==> src/sobol_pkg.sv <==
// Shared constants, codes and types of the Sobol sequence generator.
// Depends on nothing; sobol_if, the table builder and the top level import it.
`default_nettype none

package sobol_pkg;

    localparam int DEF_MAX_DEGREE    = 18;
    localparam int DEF_FRACTION_BITS = 32;

    // Fixed field widths
    localparam int IDX_W      = 32;
    localparam int POS_W      = 5;     // bit position inside an index word
    localparam int KIND_W     = 2;
    localparam int SLOT_W     = 5;
    localparam int INIT_W     = 18;
    localparam int DEG_W      = 5;
    localparam int INNER_W    = 17;
    localparam int BITS_W     = 6;
    localparam int CFG_IDX_W  = 2;
    localparam int CFG_DATA_W = 17;

    // Item kinds
    localparam logic [KIND_W-1:0] KIND_LOAD    = 2'd0;
    localparam logic [KIND_W-1:0] KIND_RESTART = 2'd1;
    localparam logic [KIND_W-1:0] KIND_NEXT    = 2'd2;

    // Register indexes
    localparam logic [CFG_IDX_W-1:0] REG_POLY_DEGREE     = 2'd0;
    localparam logic [CFG_IDX_W-1:0] REG_POLY_INNER_BITS = 2'd1;
    localparam logic [CFG_IDX_W-1:0] REG_BITS_USED       = 2'd2;
    localparam logic [CFG_IDX_W-1:0] REG_UNIT_DIMENSION  = 2'd3;

    // Register reset values
    localparam logic [DEG_W-1:0]   RST_POLY_DEGREE     = 5'd1;
    localparam logic [INNER_W-1:0] RST_POLY_INNER_BITS = 17'd0;
    localparam logic [BITS_W-1:0]  RST_BITS_USED       = 6'd32;
    localparam logic               RST_UNIT_DIMENSION  = 1'b1;

    // Status from the table builder to the top level
    typedef struct packed {
        logic busy;
        logic done;
    } build_stat_t;

endpackage

`default_nettype wire

==> src/sobol_if.sv <==
// Handshake channels of the Sobol generator: command items in, point items out.
// Depends on sobol_pkg.
`default_nettype none

interface sobol_in_if
    import sobol_pkg::*;
();
    logic              valid;
    logic              ready;
    logic [KIND_W-1:0] kind;
    logic [SLOT_W-1:0] slot;
    logic [INIT_W-1:0] init_value;

    modport source (output valid, output kind, output slot, output init_value, input ready);
    modport sink   (input valid, input kind, input slot, input init_value, output ready);
endinterface

interface sobol_out_if
    import sobol_pkg::*;
#(
    parameter int FRACTION_BITS = DEF_FRACTION_BITS
)
();
    logic                     valid;
    logic                     ready;
    logic [FRACTION_BITS-1:0] point;
    logic [IDX_W-1:0]         point_index;
    logic                     exhausted;

    modport source (output valid, output point, output point_index, output exhausted,
                    input ready);
    modport sink   (input valid, input point, input point_index, input exhausted,
                    output ready);
endinterface

`default_nettype wire

==> src/sobol_ram.sv <==
// Generic simple dual-port RAM: one write port, one read port, registered read.
// Depends on nothing.
`default_nettype none

module sobol_ram #(
    parameter int  WIDTH = 8,
    parameter int  DEPTH = 16,
    localparam int AW    = (DEPTH > 1) ? $clog2(DEPTH) : 1
)
(
    input  wire logic             clk,
    input  wire logic             we,
    input  wire logic [AW-1:0]    waddr,
    input  wire logic [WIDTH-1:0] wdata,
    input  wire logic             re,
    input  wire logic [AW-1:0]    raddr,
    output logic      [WIDTH-1:0] rdata
);

    logic [WIDTH-1:0] mem [DEPTH];

    always_ff @(posedge clk)
    begin
        if (we)
        begin
            mem[waddr] <= wdata;
        end
        if (re)
        begin
            rdata <= mem[raddr];
        end
    end

endmodule

`default_nettype wire

==> src/sobol_table_builder.sv <==
// Direction table builder: walks entries 1..L, writing each into the direction RAM
// from the initial numbers or the polynomial recurrence. Depends on sobol_pkg.
`default_nettype none

module sobol_table_builder
    import sobol_pkg::*;
#(
    parameter int  MAX_DEGREE    = DEF_MAX_DEGREE,
    parameter int  FRACTION_BITS = DEF_FRACTION_BITS,
    localparam int IAW = (MAX_DEGREE > 1) ? $clog2(MAX_DEGREE) : 1,
    localparam int DAW = $clog2(FRACTION_BITS),
    localparam int VW  = $clog2(FRACTION_BITS + 1)
)
(
    input  wire logic                     clk,
    input  wire logic                     rst_n,
    input  wire logic                     start,
    input  wire logic [DEG_W-1:0]         poly_degree,
    input  wire logic [INNER_W-1:0]       poly_inner_bits,
    input  wire logic [BITS_W-1:0]        bits_used,
    input  wire logic                     unit_dimension,
    output logic                          init_re,
    output logic      [IAW-1:0]           init_raddr,
    input  wire logic [INIT_W-1:0]        init_rdata,
    output logic                          dir_we,
    output logic      [DAW-1:0]           dir_waddr,
    output logic      [FRACTION_BITS-1:0] dir_wdata,
    output logic                          dir_re,
    output logic      [DAW-1:0]           dir_raddr,
    input  wire logic [FRACTION_BITS-1:0] dir_rdata,
    output logic      [VW-1:0]            dir_count,
    output build_stat_t                   stat
);

    localparam int IW = $clog2(FRACTION_BITS + 2);
    localparam int SW = $clog2(MAX_DEGREE + 1);
    localparam int FB = FRACTION_BITS;

    typedef enum logic [4:0] {
        B_IDLE  = 5'b00001,
        B_ENTRY = 5'b00010,
        B_INIT  = 5'b00100,
        B_READ  = 5'b01000,
        B_LAST  = 5'b10000
    } bstate_t;

    bstate_t         st_reg, st_next;
    logic [IW-1:0]   i_reg, i_next;
    logic [SW-1:0]   k_reg, k_next;
    logic [FB-1:0]   acc_reg, acc_next;
    logic            pend_reg, pend_next;
    logic [SW-1:0]   pend_k_reg, pend_k_next;

    logic [SW-1:0]        deg_s;
    logic [VW-1:0]        len;
    logic [IW-1:0]        shamt;
    logic [FB-1:0]        unit_val;
    logic [FB+INIT_W-1:0] init_wide;
    logic [SW-1:0]        abit_idx;
    logic [INNER_W-1:0]   a_sh;
    logic [FB-1:0]        term;
    logic                 done;

    // Clamp degree to 1..MAX_DEGREE and length to FRACTION_BITS
    always_comb
    begin
        if (poly_degree == '0)
        begin
            deg_s = SW'(1);
        end
        else if (int'(poly_degree) > MAX_DEGREE)
        begin
            deg_s = SW'(MAX_DEGREE);
        end
        else
        begin
            deg_s = SW'(poly_degree);
        end
        if (int'(bits_used) > FRACTION_BITS)
        begin
            len = VW'(FRACTION_BITS);
        end
        else
        begin
            len = VW'(bits_used);
        end
    end

    assign shamt     = IW'(FRACTION_BITS) - i_reg;
    assign unit_val  = {{(FB-1){1'b0}}, 1'b1} << shamt;
    assign init_wide = (FB + INIT_W)'(init_rdata) << shamt;

    // Contribution of the entry read back for offset pend_k: the degree tap
    // also folds in its own right shift, the others follow the coefficients.
    assign abit_idx = deg_s - pend_k_reg - SW'(1);
    assign a_sh     = poly_inner_bits >> abit_idx;

    always_comb
    begin
        if (pend_k_reg == deg_s)
        begin
            term = dir_rdata ^ (dir_rdata >> deg_s);
        end
        else if (a_sh[0])
        begin
            term = dir_rdata;
        end
        else
        begin
            term = '0;
        end
    end

    assign init_raddr = IAW'(i_reg - IW'(1));
    assign dir_waddr  = DAW'(i_reg - IW'(1));
    assign dir_raddr  = DAW'(i_reg - IW'(k_reg) - IW'(1));
    assign dir_count  = len;
    assign stat.busy  = (st_reg != B_IDLE);
    assign stat.done  = done;

    always_comb
    begin
        st_next     = st_reg;
        i_next      = i_reg;
        k_next      = k_reg;
        acc_next    = acc_reg;
        pend_next   = pend_reg;
        pend_k_next = pend_k_reg;
        init_re     = 1'b0;
        dir_we      = 1'b0;
        dir_wdata   = '0;
        dir_re      = 1'b0;
        done        = 1'b0;
        unique case (st_reg)
            B_IDLE:
            begin
                if (start)
                begin
                    i_next  = IW'(1);
                    st_next = B_ENTRY;
                end
            end
            B_ENTRY:
            begin
                if (int'(i_reg) > int'(len))
                begin
                    done    = 1'b1;
                    st_next = B_IDLE;
                end
                else if (unit_dimension)
                begin
                    dir_we    = 1'b1;
                    dir_wdata = unit_val;
                    i_next    = i_reg + IW'(1);
                end
                else if (int'(i_reg) <= int'(deg_s))
                begin
                    init_re = 1'b1;
                    st_next = B_INIT;
                end
                else
                begin
                    k_next    = deg_s;
                    acc_next  = '0;
                    pend_next = 1'b0;
                    st_next   = B_READ;
                end
            end
            B_INIT:
            begin
                dir_we    = 1'b1;
                dir_wdata = init_wide[FB-1:0];
                i_next    = i_reg + IW'(1);
                st_next   = B_ENTRY;
            end
            B_READ:
            begin
                // one earlier entry per cycle, oldest (offset = degree) first
                dir_re = 1'b1;
                if (pend_reg)
                begin
                    acc_next = acc_reg ^ term;
                end
                pend_next   = 1'b1;
                pend_k_next = k_reg;
                if (k_reg == SW'(1))
                begin
                    st_next = B_LAST;
                end
                else
                begin
                    k_next = k_reg - SW'(1);
                end
            end
            B_LAST:
            begin
                dir_we    = 1'b1;
                dir_wdata = acc_reg ^ term;
                pend_next = 1'b0;
                i_next    = i_reg + IW'(1);
                st_next   = B_ENTRY;
            end
            default:
            begin
                st_next = B_IDLE;
            end
        endcase
    end

    always_ff @(posedge clk or negedge rst_n)
    begin
        if (!rst_n)
        begin
            st_reg   <= B_IDLE;
            pend_reg <= 1'b0;
        end
        else
        begin
            st_reg   <= st_next;
            pend_reg <= pend_next;
        end
    end

    always_ff @(posedge clk)
    begin
        i_reg      <= i_next;
        k_reg      <= k_next;
        acc_reg    <= acc_next;
        pend_k_reg <= pend_k_next;
    end

endmodule

`default_nettype wire

==> src/sobol_sequence_generator_top.sv <==
// Top level of the Sobol sequence generator: command decode, point update, result
// register. Depends on sobol_pkg, sobol_if, sobol_ram, sobol_table_builder.
`default_nettype none

// One dimension of a Sobol sequence in Gray-code order. Load items (kind 0) write an
// initial direction number into the init RAM. A restart item (kind 1) builds the
// direction RAM from the registers and loaded numbers, then emits point 0 at index 0;
// the build walks entries 1..L, L = min(bits_used, FRACTION_BITS), one at a time
// through the single read port of the direction RAM: the unit dimension writes each
// entry directly, otherwise entries up to the degree s come from the init RAM and
// each entry beyond it is formed from its s earlier entries, read back one by one.
// A next item (kind 2) runs index decode with the direction RAM read, XOR into the
// point, then the result register. When no direction number exists for the next
// index the held point and index come back with exhausted set. The result step waits
// while the previous item still sits unaccepted in the output register, and no new
// item is taken until it moves on. Register writes take effect at the next restart;
// a write during a build also reaches that build. No clearing pass after reset;
// loads must cover slots 1..s before a restart of a dimension other than the unit.
module sobol_sequence_generator_top
    import sobol_pkg::*;
#(
    parameter int MAX_DEGREE    = DEF_MAX_DEGREE,
    parameter int FRACTION_BITS = DEF_FRACTION_BITS
)
(
    input  wire logic                  clk,
    input  wire logic                  rst_n,
    input  wire logic                  cfg_we,
    input  wire logic [CFG_IDX_W-1:0]  cfg_index,
    input  wire logic [CFG_DATA_W-1:0] cfg_data,
    sobol_in_if.sink                   cmd,
    sobol_out_if.source                result
);

    localparam int IAW = (MAX_DEGREE > 1) ? $clog2(MAX_DEGREE) : 1;
    localparam int DAW = $clog2(FRACTION_BITS);
    localparam int VW  = $clog2(FRACTION_BITS + 1);
    localparam int FB  = FRACTION_BITS;

    typedef enum logic [3:0] {
        ST_IDLE  = 4'b0001,
        ST_BUILD = 4'b0010,
        ST_STEP  = 4'b0100,
        ST_EMIT  = 4'b1000
    } state_t;

    // Configuration registers
    logic [DEG_W-1:0]   poly_degree_reg;
    logic [INNER_W-1:0] poly_inner_bits_reg;
    logic [BITS_W-1:0]  bits_used_reg;
    logic               unit_dimension_reg;

    always_ff @(posedge clk or negedge rst_n)
    begin
        if (!rst_n)
        begin
            poly_degree_reg     <= RST_POLY_DEGREE;
            poly_inner_bits_reg <= RST_POLY_INNER_BITS;
            bits_used_reg       <= RST_BITS_USED;
            unit_dimension_reg  <= RST_UNIT_DIMENSION;
        end
        else if (cfg_we)
        begin
            unique case (cfg_index)
                REG_POLY_DEGREE:     poly_degree_reg     <= cfg_data[DEG_W-1:0];
                REG_POLY_INNER_BITS: poly_inner_bits_reg <= cfg_data[INNER_W-1:0];
                REG_BITS_USED:       bits_used_reg       <= cfg_data[BITS_W-1:0];
                REG_UNIT_DIMENSION:  unit_dimension_reg  <= cfg_data[0];
                default:             ;
            endcase
        end
    end

    state_t            state_reg, state_next;
    logic [FB-1:0]     point_reg, point_next;
    logic [IDX_W-1:0]  index_reg, index_next;
    logic [VW-1:0]     valid_dirs_reg, valid_dirs_next;
    logic              exh_reg, exh_next;
    logic              out_valid_reg, out_valid_next;
    logic [FB-1:0]     out_point_reg, out_point_next;
    logic [IDX_W-1:0]  out_index_reg, out_index_next;
    logic              out_exh_reg, out_exh_next;

    logic              accept;
    logic              can_emit;
    logic              load_ok;
    logic [IDX_W-1:0]  zero_hot;
    logic [POS_W-1:0]  zero_pos;
    logic              no_dir;

    // Init RAM and direction RAM ports
    logic              init_we;
    logic [IAW-1:0]    init_waddr;
    logic              init_re;
    logic [IAW-1:0]    init_raddr;
    logic [INIT_W-1:0] init_rdata;
    logic              dir_we;
    logic [DAW-1:0]    dir_waddr;
    logic [FB-1:0]     dir_wdata;
    logic              dir_re;
    logic [DAW-1:0]    dir_raddr;
    logic [FB-1:0]     dir_rdata;
    logic              b_dir_re;
    logic [DAW-1:0]    b_dir_raddr;
    logic [VW-1:0]     b_count;
    logic              b_start;
    build_stat_t       bstat;

    assign cmd.ready = (state_reg == ST_IDLE);
    assign accept    = cmd.valid & cmd.ready;
    assign can_emit  = !out_valid_reg || result.ready;
    assign load_ok   = (cmd.slot != '0) && (int'(cmd.slot) <= MAX_DEGREE);

    // Lowest clear bit of the index selects the direction number (trailing ones + 1)
    assign zero_hot = ~index_reg & (index_reg + IDX_W'(1));

    always_comb
    begin
        zero_pos = '0;
        for (int j = 0; j < IDX_W; j++)
        begin
            if (zero_hot[j])
            begin
                zero_pos = zero_pos | POS_W'(j);
            end
        end
    end

    assign no_dir = (zero_hot == '0) || (int'(zero_pos) >= int'(valid_dirs_reg));

    assign init_we    = accept && (cmd.kind == KIND_LOAD) && load_ok;
    assign init_waddr = IAW'(cmd.slot - SLOT_W'(1));
    assign b_start    = accept && (cmd.kind == KIND_RESTART);

    // Builder owns the direction read port during a build, the stepper otherwise
    assign dir_re    = (state_reg == ST_BUILD) ? b_dir_re
                     : (accept && (cmd.kind == KIND_NEXT) && !no_dir);
    assign dir_raddr = (state_reg == ST_BUILD) ? b_dir_raddr : DAW'(zero_pos);

    sobol_ram #(
        .WIDTH (INIT_W),
        .DEPTH (MAX_DEGREE)
    ) u_init_ram (
        .clk   (clk),
        .we    (init_we),
        .waddr (init_waddr),
        .wdata (cmd.init_value),
        .re    (init_re),
        .raddr (init_raddr),
        .rdata (init_rdata)
    );

    sobol_ram #(
        .WIDTH (FB),
        .DEPTH (FRACTION_BITS)
    ) u_dir_ram (
        .clk   (clk),
        .we    (dir_we),
        .waddr (dir_waddr),
        .wdata (dir_wdata),
        .re    (dir_re),
        .raddr (dir_raddr),
        .rdata (dir_rdata)
    );

    sobol_table_builder #(
        .MAX_DEGREE    (MAX_DEGREE),
        .FRACTION_BITS (FRACTION_BITS)
    ) u_builder (
        .clk             (clk),
        .rst_n           (rst_n),
        .start           (b_start),
        .poly_degree     (poly_degree_reg),
        .poly_inner_bits (poly_inner_bits_reg),
        .bits_used       (bits_used_reg),
        .unit_dimension  (unit_dimension_reg),
        .init_re         (init_re),
        .init_raddr      (init_raddr),
        .init_rdata      (init_rdata),
        .dir_we          (dir_we),
        .dir_waddr       (dir_waddr),
        .dir_wdata       (dir_wdata),
        .dir_re          (b_dir_re),
        .dir_raddr       (b_dir_raddr),
        .dir_rdata       (dir_rdata),
        .dir_count       (b_count),
        .stat            (bstat)
    );

    always_comb
    begin
        state_next      = state_reg;
        point_next      = point_reg;
        index_next      = index_reg;
        valid_dirs_next = valid_dirs_reg;
        exh_next        = exh_reg;
        out_valid_next  = out_valid_reg && !result.ready;
        out_point_next  = out_point_reg;
        out_index_next  = out_index_reg;
        out_exh_next    = out_exh_reg;
        unique case (state_reg)
            ST_IDLE:
            begin
                if (accept)
                begin
                    unique case (cmd.kind)
                        KIND_RESTART:
                        begin
                            state_next = ST_BUILD;
                        end
                        KIND_NEXT:
                        begin
                            exh_next   = no_dir;
                            state_next = no_dir ? ST_EMIT : ST_STEP;
                        end
                        default: ;
                    endcase
                end
            end
            ST_BUILD:
            begin
                if (bstat.done)
                begin
                    valid_dirs_next = b_count;
                    point_next      = '0;
                    index_next      = '0;
                    exh_next        = 1'b0;
                    state_next      = ST_EMIT;
                end
            end
            ST_STEP:
            begin
                point_next = point_reg ^ dir_rdata;
                index_next = index_reg + IDX_W'(1);
                state_next = ST_EMIT;
            end
            ST_EMIT:
            begin
                if (can_emit)
                begin
                    out_valid_next = 1'b1;
                    out_point_next = point_reg;
                    out_index_next = index_reg;
                    out_exh_next   = exh_reg;
                    state_next     = ST_IDLE;
                end
            end
            default:
            begin
                state_next = ST_IDLE;
            end
        endcase
    end

    always_ff @(posedge clk or negedge rst_n)
    begin
        if (!rst_n)
        begin
            state_reg      <= ST_IDLE;
            point_reg      <= '0;
            index_reg      <= '0;
            valid_dirs_reg <= '0;
            exh_reg        <= 1'b0;
            out_valid_reg  <= 1'b0;
        end
        else
        begin
            state_reg      <= state_next;
            point_reg      <= point_next;
            index_reg      <= index_next;
            valid_dirs_reg <= valid_dirs_next;
            exh_reg        <= exh_next;
            out_valid_reg  <= out_valid_next;
        end
    end

    always_ff @(posedge clk)
    begin
        out_point_reg <= out_point_next;
        out_index_reg <= out_index_next;
        out_exh_reg   <= out_exh_next;
    end

    assign result.valid       = out_valid_reg;
    assign result.point       = out_point_reg;
    assign result.point_index = out_index_reg;
    assign result.exhausted   = out_exh_reg;

    // The builder runs only while the top level waits for it
    a_build_owned: assert property (@(posedge clk) disable iff (!rst_n)
        bstat.busy |-> state_reg == ST_BUILD)
        else $error("table builder busy outside build state");

    // A point update advances the index by exactly one
    a_step_index: assert property (@(posedge clk) disable iff (!rst_n)
        state_reg == ST_STEP |=> index_reg == $past(index_reg) + IDX_W'(1))
        else $error("index did not advance by one on a point update");

    // The count of built direction numbers never exceeds the table depth
    a_dir_count: assert property (@(posedge clk) disable iff (!rst_n)
        int'(valid_dirs_reg) <= FRACTION_BITS)
        else $error("direction count beyond table depth");

endmodule

`default_nettype wire
==> src/flat_wrapper.sv <==
// flat-port wrapper written by rule: the top's interface ports become plain ports
module sobol_sequence_generator_top_flat import sobol_pkg::*;
#(
    parameter int MAX_DEGREE    = DEF_MAX_DEGREE,
    parameter int FRACTION_BITS = DEF_FRACTION_BITS
)
  (clk, rst_n, cfg_we, cfg_index, cfg_data, cmd_valid, cmd_kind, cmd_slot, cmd_init_value, cmd_ready, result_valid, result_point, result_point_index, result_exhausted, result_ready);
  sobol_in_if cmd_i ();
  sobol_out_if #(.FRACTION_BITS(FRACTION_BITS)) result_i ();
  input  wire logic clk;
  input  wire logic rst_n;
  input  wire logic cfg_we;
  input  wire logic [CFG_IDX_W-1:0] cfg_index;
  input  wire logic [CFG_DATA_W-1:0] cfg_data;
  input wire logic [$bits(cmd_i.valid)-1:0] cmd_valid;
  input wire logic [$bits(cmd_i.kind)-1:0] cmd_kind;
  input wire logic [$bits(cmd_i.slot)-1:0] cmd_slot;
  input wire logic [$bits(cmd_i.init_value)-1:0] cmd_init_value;
  output wire logic [$bits(cmd_i.ready)-1:0] cmd_ready;
  output wire logic [$bits(result_i.valid)-1:0] result_valid;
  output wire logic [$bits(result_i.point)-1:0] result_point;
  output wire logic [$bits(result_i.point_index)-1:0] result_point_index;
  output wire logic [$bits(result_i.exhausted)-1:0] result_exhausted;
  input wire logic [$bits(result_i.ready)-1:0] result_ready;
  assign cmd_i.valid = cmd_valid;
  assign cmd_i.kind = cmd_kind;
  assign cmd_i.slot = cmd_slot;
  assign cmd_i.init_value = cmd_init_value;
  assign cmd_ready = cmd_i.ready;
  assign result_valid = result_i.valid;
  assign result_point = result_i.point;
  assign result_point_index = result_i.point_index;
  assign result_exhausted = result_i.exhausted;
  assign result_i.ready = result_ready;
  sobol_sequence_generator_top #(.MAX_DEGREE(MAX_DEGREE), .FRACTION_BITS(FRACTION_BITS)) u_core (.clk(clk), .rst_n(rst_n), .cfg_we(cfg_we), .cfg_index(cfg_index), .cfg_data(cfg_data), .cmd(cmd_i), .result(result_i));
endmodule
==> config.mk <==
export PLATFORM = sky130hd
export DESIGN_NAME = sobol_sequence_generator_top_flat
export DESIGN_NICKNAME = d
export VERILOG_FILES = /design/src/sobol_pkg.sv /design/src/sobol_if.sv /design/src/sobol_ram.sv /design/src/sobol_table_builder.sv /design/src/sobol_sequence_generator_top.sv /design/src/flat_wrapper.sv
export SDC_FILE = /design/constraint.sdc
export NUM_CORES = 2
export LEC_CHECK = 0
export BUFFER_PORTS_ARGS = -buffer_cell sky130_fd_sc_hd__buf_4
export CAP_MARGIN = 20
export CORE_MARGIN = 5
export CORE_UTILIZATION = 28
export CTS_CLUSTER_DIAMETER = 30
export DETAILED_ROUTE_END_ITERATION = 7
export SYNTH_ARGS = -nofsm -noshare
export SYNTH_HDL_FRONTEND = slang
export SYNTH_SLANG_ARGS = --single-unit
==> constraint.sdc <==
create_clock -name clk -period 10.9 [get_ports clk]
set_input_delay 1.09 -clock clk [delete_from_list [all_inputs] [get_ports clk]]
set_output_delay 1.09 -clock clk [all_outputs]
set_load 0.02 [all_outputs]
# Yosys cells after proc, flatten, opt, wreduce, memory -nomap -nowiden
# Memories as Yosys holds them, arrays and structs flattened. A register that Yosys moved wholly into a read port is not among the register bits.
# Cells that the tools add are included.
# totals
ff_bits	224
out_inout_bits	67
n_memories	2
ram_bits	1348
word_cells	286
# op_classes
n_addsub	10
n_mux	168
shifts	4
order_cmp	6
reduce_logical	37
bitwise	6
n_eq_ne	34
# memory_table
memory	words	word_bits	read_ports	rd_clocked_by_memory_dff	wr	line	source
u_core.u_dir_ram.mem	32	32	1	1	1	sobol_ram.sv:20	logic [WIDTH-1:0] mem [DEPTH];
u_core.u_init_ram.mem	18	18	1	1	1	sobol_ram.sv:20	
# ops
operator	count
two-way mux 32 bit	25
two-way mux 5 bit	45
one-hot mux 32 bit (2 select lines)	3
one-hot mux 32 bit (3 select lines)	1
bitwise XOR 32 bit	3
two-way mux 4 bit	18
two-way mux 6 bit	12
two-way mux 1 bit	48
two-way mux 17 bit	2
adder 32 x 1 -> 32 bit, second input constant	1
AND 32 bit	1
zero test 32 bit	1
inverter 32 bit	1
left shift 1 x 6 -> 32 bit, first input constant	1
left shift 18 x 6 -> 32 bit	1
>> shifter 32 x 5 -> 32 bit	1
subtractor 5 x 1 -> 5 bit, second input constant	5
one-hot mux 5 bit (4 select lines)	1
inequality test 2 bit, second input constant	9
one-hot mux 6 bit (3 select lines)	1
>> shifter 17 x 5 -> 1 bit	1
one-hot mux 4 bit (4 select lines)	1
AND reduction 4 bit	4
inequality test 2 x 1 -> 1 bit, second input constant	7
other kinds (41)	72

# Logic depth before layout (Yosys ltp)
# logic_depth
depth_word	42
mapped_depth	23

# Modules after synthesis
# Synthesis repeated with hierarchy kept, for this count alone.
# hier_totals
hier_cells	4633
hier_area_um2	70316.2
# modules_own_cells
mod	cells_per_inst	seq_area_each_um2	area_each_um2	n_inst
sobol_ram at u_core.u_dir_ram	2260	31710.4	40810.4	1
sobol_ram at u_core.u_init_ram	606	10269.8	13230.2	1
sobol_table_builder	1156	1592.8	8624.5	1
sobol_sequence_generator_top	611	4584.4	7651.1	1

# Worst setup path before layout
# OpenSTA, ideal clock, no wires.
# synth_timing
kind	register to register
from	register u_core.u_builder.i_reg[0]
to	memory u_core.u_dir_ram.mem[24][0] (netlist bit) (enable)
path_stages_with_launch	11
setup_ns	0.461
n_path_buf	4
t_arrival_ns	5.131
setup_slack_ns	5.308
cell_sequence	edfxtp_1 > buf_2 > inv_1 > clkbuf_1 > ha_1 > nor3b_1 > xor2_1 > clkbuf_1 > clkbuf_1 > nand2_1 > nor3_1
# synth_rtl
item	line	source
start, declared	sobol_table_builder.sv:48	logic [IW-1:0] i_reg, i_next;
start signal, assigned	sobol_table_builder.sv:226	i_reg <= i_next;
subtractor 5 x 1 -> 5 bit	sobol_table_builder.sv:115	assign dir_waddr = DAW'(i_reg - IW'(1));
named net u_core.dir_waddr[0]	sobol_sequence_generator_top.sv:98	logic [DAW-1:0] dir_waddr;
end, declared	sobol_ram.sv:20	
# The timed path passes the listed nets, and every way through them passes these cells. The select of a mux whose other input is x is not followed.

# Worst setup path after layout
# layout_timing
from	register u_core.poly_degree_reg[4]
to	memory u_core.u_dir_ram.mem[22][12] (netlist bit), data pin
# layout_between
elab_chain_len	12
# layout_lines
item	line	source
start, declared	sobol_sequence_generator_top.sv:48	logic [DEG_W-1:0] poly_degree_reg;
start signal, assigned	sobol_sequence_generator_top.sv:65	REG_POLY_DEGREE: poly_degree_reg <= cfg_data[DEG_W-1:0];
greater-than comparator 5 bit	sobol_table_builder.sv:71	else if (int'(poly_degree) > MAX_DEGREE)
two-way mux 5 bit	sobol_table_builder.sv:71	
two-way mux 5 bit	sobol_table_builder.sv:67	if (poly_degree == '0)
two-way mux 5 bit (*)	sobol_table_builder.sv:67	
subtractor 5 bit	sobol_table_builder.sv:95	assign abit_idx = deg_s - pend_k_reg - SW'(1);
subtractor 5 x 1 -> 5 bit	sobol_table_builder.sv:95	
>> shifter 17 x 5 -> 1 bit	sobol_table_builder.sv:96	assign a_sh = poly_inner_bits >> abit_idx;
two-way mux 32 bit	sobol_table_builder.sv:104	else if (a_sh[0])
two-way mux 32 bit	sobol_table_builder.sv:100	if (pend_k_reg == deg_s)
two-way mux 32 bit (*)	sobol_table_builder.sv:100	
bitwise XOR 32 bit (*)	sobol_table_builder.sv:198	dir_wdata = acc_reg ^ term;
one-hot mux 32 bit (3 select lines) (*)	sobol_table_builder.sv:134	unique case (st_reg)
named net u_core.dir_wdata[12]	sobol_sequence_generator_top.sv:99	logic [FB-1:0] dir_wdata;
# Mark *: on every way through the listed nets, which the timed path passes. The rest lies on a longest branch. The select of a mux whose other input is x is not followed.

==> flow_metrics.py <==
metrics = {
    "run_status": {
        "outcome": "finished clean",
    },
    "setup_path": {
        "crit_cells": 16,
        "arrival_ns": 7.00,
        "critPathMostFrequentCell": "buf_4",
        "rr_startpoint": "u_core.poly_degree_reg[4]$_DFFE_PN0P_",
        "worst-path-buf-inv": 4,
        "cp-end-kind": "register",
        "crit_end": "u_core.u_dir_ram.mem[22][12]$_DFFE_PP_",
        "slowest_stage": "nor2_1",
        "setup.worst_path.class": "reg2reg",
        "reg2regPathDepth": 16,
        "worst_setup_path_start_kind": "register",
        "worstPathMaxFanout": 34,
        "crit_path_cell_trace": "buf_4, nor2b_1, o21a_4, inv_2, ha_1, inv_1, fa_1, mux4_2, mux2i_1, a21oi_1, o21a_1, buf_4, nor2_1, o41ai_1, o21ai_0, nand3_1",
        "crit_family": "simple AND/OR/NAND/NOR gates",
        "rrSetupSlack_ns": 4.18,
        "cp_data_required_time_ns": 11.17,
        "r2r-end": "u_core.u_dir_ram.mem[22][12]$_DFFE_PP_",
        "worstSetupStartpoint": "u_core.poly_degree_reg[4]$_DFFE_PN0P_",
        "max_stage_delay_ns": 0.80,
    },
    "floorplan": {
        "die-area_um2": 261000,
        "die_h_um": 510.9,
        "io_pins": 116,
        "core_um2": 249100,
        "die_w_um": 510.9,
        "start_util": 0.2820,
        "rows": 183,
    },
    "clock_tree": {
        "clkLatencyLatePin_ns": 0.91,
        "cts_hold_buf": 0,
        "root_buffer": "clkbuf_16",
        "cts-htree-levels": 5,
        "cts_tree": "yes",
        "cts.sinks": 1622,
        "cts_buffers": 332,
        "cts_resized": 0,
        "cts_setup_buffers": 0,
        "clk_pin_slew_ns": 0.05,
        "cts.path.max_buffers": 4,
    },
    "global_routing": {
        "grt_max_degree": 178,
        "antenna_found_initial": 2,
        "grt_pass1_wl_mm": 313.1,
        "grt_pass1_vias": 45490,
        "grt_usage": 0.1585,
        "grt_overflow": 0,
    },
    "finish": {
        "regMostFlops": "u_core.u_dir_ram.mem",
        "largest_reg_flops": 1024,
        "reg.largest.list": "u_core.u_dir_ram.mem x1024, u_core.u_init_ram.mem x324",
        "areaGrowthSynthToFinish_pct": 23.47,
        "drive_gt1_frac": 0.1746,
        "fill_cells": 23810,
        "fin_cells": 9012,
        "utilization": 0.3482,
        "final_nets": 5545,
    },
    "min_path": {
        "hold_path_class": "in2async",
    },
    "sta": {
        "worst_slew_pin_slew_ns": 1.227,
        "fin_tns_setup_ns": 0,
        "holdWs_ns": 0.1868,
        "rsz0062_at_grt": "no",
        "drv_slew": 0,
        "max-slew-margin-rel": 0.1733,
        "fin_crit_sh": 0.6169,
        "period_minus_slack_ns": 6.725,
        "skew_ns": 0.09725,
        "setup_ws_ns": 4.175,
        "timing.fmax_mhz": 148.7,
        "hold_viol": 0,
        "setup_viol": 0,
    },
    "routing": {
        "met3WireLength_mm": 16.67,
        "via_count": 47000,
        "drt-met1-wl_mm": 91.47,
        "wl_per_cell_um": 24.02,
        "drt_iter0_markers": 5033,
        "drt_wl_total_mm": 216.5,
        "dr.pass1.iters": 5,
        "met2WireLength_mm": 100.2,
        "drtAntennaViolNets": 0,
        "highest_layer": "met4",
        "via_per_inst": 5.215,
        "drc": 0,
    },
    "synth": {
        "synth.top_cells.by_count": "edfxtp_1 (1,511), nand2_1 (721), a211oi_1 (332)",
        "synth_top_area_frac": 0.6459,
        "synth_top_family_by_area": "compound AO/OA/AOI/OAI gates",
        "synth-edff-count": 1511,
        "yosysWarnings": 0,
        "syn_nets": 5322,
        "ys_seq_area_frac": 0.6855,
        "syn_area_per_cell_um2": 13.50,
        "ys.flop_type": "edfxtp_1",
        "synthCells": 5204,
        "ys_async_sr_fraction": 0.06843,
        "yosysMostFrequentCell": "edfxtp_1",
        "synth-xor-area-share": 0.007605,
        "synth_cell_type_count": 91,
        "synth_area_um2": 70250,
        "synth_fa_ha_area_frac": 0.01265,
        "synth_mux_area_frac": 0.04752,
        "synthSimpleGateAreaFrac": 0.1007,
        "synth-seq-cells": 1622,
        "synth_compound_area_frac": 0.1205,
        "ys_top_cells_by_area": "edfxtp_1 (65%), nand2_1 (3.9%), dfrtp_1 (3.8%), a211oi_1 (3.5%), mux4_2 (2.9%)",
        "yosysTopAreaCell": "edfxtp_1",
    },
    "placement": {
        "gp_congestion": 0.9733,
        "hpwl_mm": 119.9,
        "io_buffers": 115,
        "dp.cells": 8406,
        "place_worst_setup_slack_ns": 4.159,
    },
    "run": {
        "drv_cap": 0,
    },
    "power_and_ir_drop": {
        "power_density_nw_per_um2": 230.2,
        "vdd_drop_max_mv": 0.1694,
        "power_leakage_nw": 27.98,
    },
}
-- cells in the final DEF, fill, tap and decap left out, types with 34 or more instances in the layout --
cell type / instances
a211oi_1: 332
a21o_1: 41
a21oi_1: 124
a311oi_1: 97
a31oi_1: 167
and2_1: 222
buf_4: 224
bufinv_16: 38
clkbuf_1: 37
clkbuf_16: 340
clkinv_1: 47
clkinv_2: 43
dfrtp_1: 106
edfxtp_1: 1511
ha_1: 66
inv_1: 78
mux2_2: 34
mux2i_1: 88
mux4_2: 90
nand2_1: 721
nand3_1: 116
nor2_1: 277
nor3_1: 35
o211ai_1: 65
o21ai_0: 204
xnor2_1: 39
-- worst register-to-register path, cell delays in order, from the launching register on --
cell	delay [ns]
dfrtp_1	0.45
buf_4	0.34
nor2b_1	0.67
o21a_4	0.56
inv_2	0.34
ha_1	0.30
inv_1	0.08
fa_1	0.51
mux4_2	0.32
mux2i_1	0.16
a21oi_1	0.07
o21a_1	0.19
buf_4	0.25
nor2_1	0.84
o41ai_1	0.13
o21ai_0	0.11
nand3_1	0.79
-- how the worst min path moves through the flow --
stage | slack, ns | endpoint | start
finish | 0.19 | u_core.poly_inner_bits_reg[12]$_DFFE_PN0P_ | rst_n
detailed placement | 0.46 | u_core.result.point[10]$_DFFE_PP_ | u_core.point_reg[10]$_DFFE_PN0P_
CTS | 0.15 | u_core.poly_inner_bits_reg[7]$_DFFE_PN0P_ | rst_n
global route | 0.19 | u_core.poly_inner_bits_reg[12]$_DFFE_PN0P_ | rst_n
global placement | 0.45 | u_core.result.point[10]$_DFFE_PP_ | u_core.point_reg[10]$_DFFE_PN0P_
floorplan | 0.42 | u_core.result.exhausted$_DFFE_PP_ | u_core.exh_reg$_DFFE_PN0P_
-- through the flow --
| stage | area [µm²] | total power [mW] |
|---|---|---|
| 2_1_floorplan | 70250 | 9.234 |
| 3_3_place_gp | 75380 | 10.19 |
| 3_5_place_dp | 75530 | 10.23 |
| 4_1_cts | 86440 | 20.08 |
| 5_1_grt | 86730 | 20.69 |
| 6_report | 86730 | 19.97 |
-- logic make-up after synthesis --
group | count (synthesis)
adder cells (fa/ha/maj) | 70
multiplexers | 215
AO/OA/AOI/OAI | 1228
buffers and inverters | 449
AND/OR/NAND/NOR | 1559
flip-flops | 1622
XOR/XNOR | 61
-- area by class of cell --
cell class	count	area, µm²	area share
diodes	1	2.502	0.00002885
clock buffers	379	8663	0.09988
clock inverters	209	2242	0.02585
inverters	80	300.3	0.003462
multi-input cells	3133	20910	0.2411
flip-flops and latches	1622	48160	0.5552
well taps	3330	4167	0.04804
repair buffers	258	2295	0.02646
-- per-layer routing --
layer	global-route usage	vias to the layer above
li1	-	20560
met1	0.2143	23860
met2	0.2517	2083
met3	0.03205	499
met4	0.05970	0
met5	0	-
-- report_power, final --
part / switching, mW / leakage [nW] / internal (mW) / total [mW]
combinational: 2.09 / 9.54 / 1.07 / 3.16
sequential: 0.0949 / 13.1 / 6.91 / 7.00
clock: 3.23 / 5.30 / 6.58 / 9.81
(Power assumes the default switching activity.)
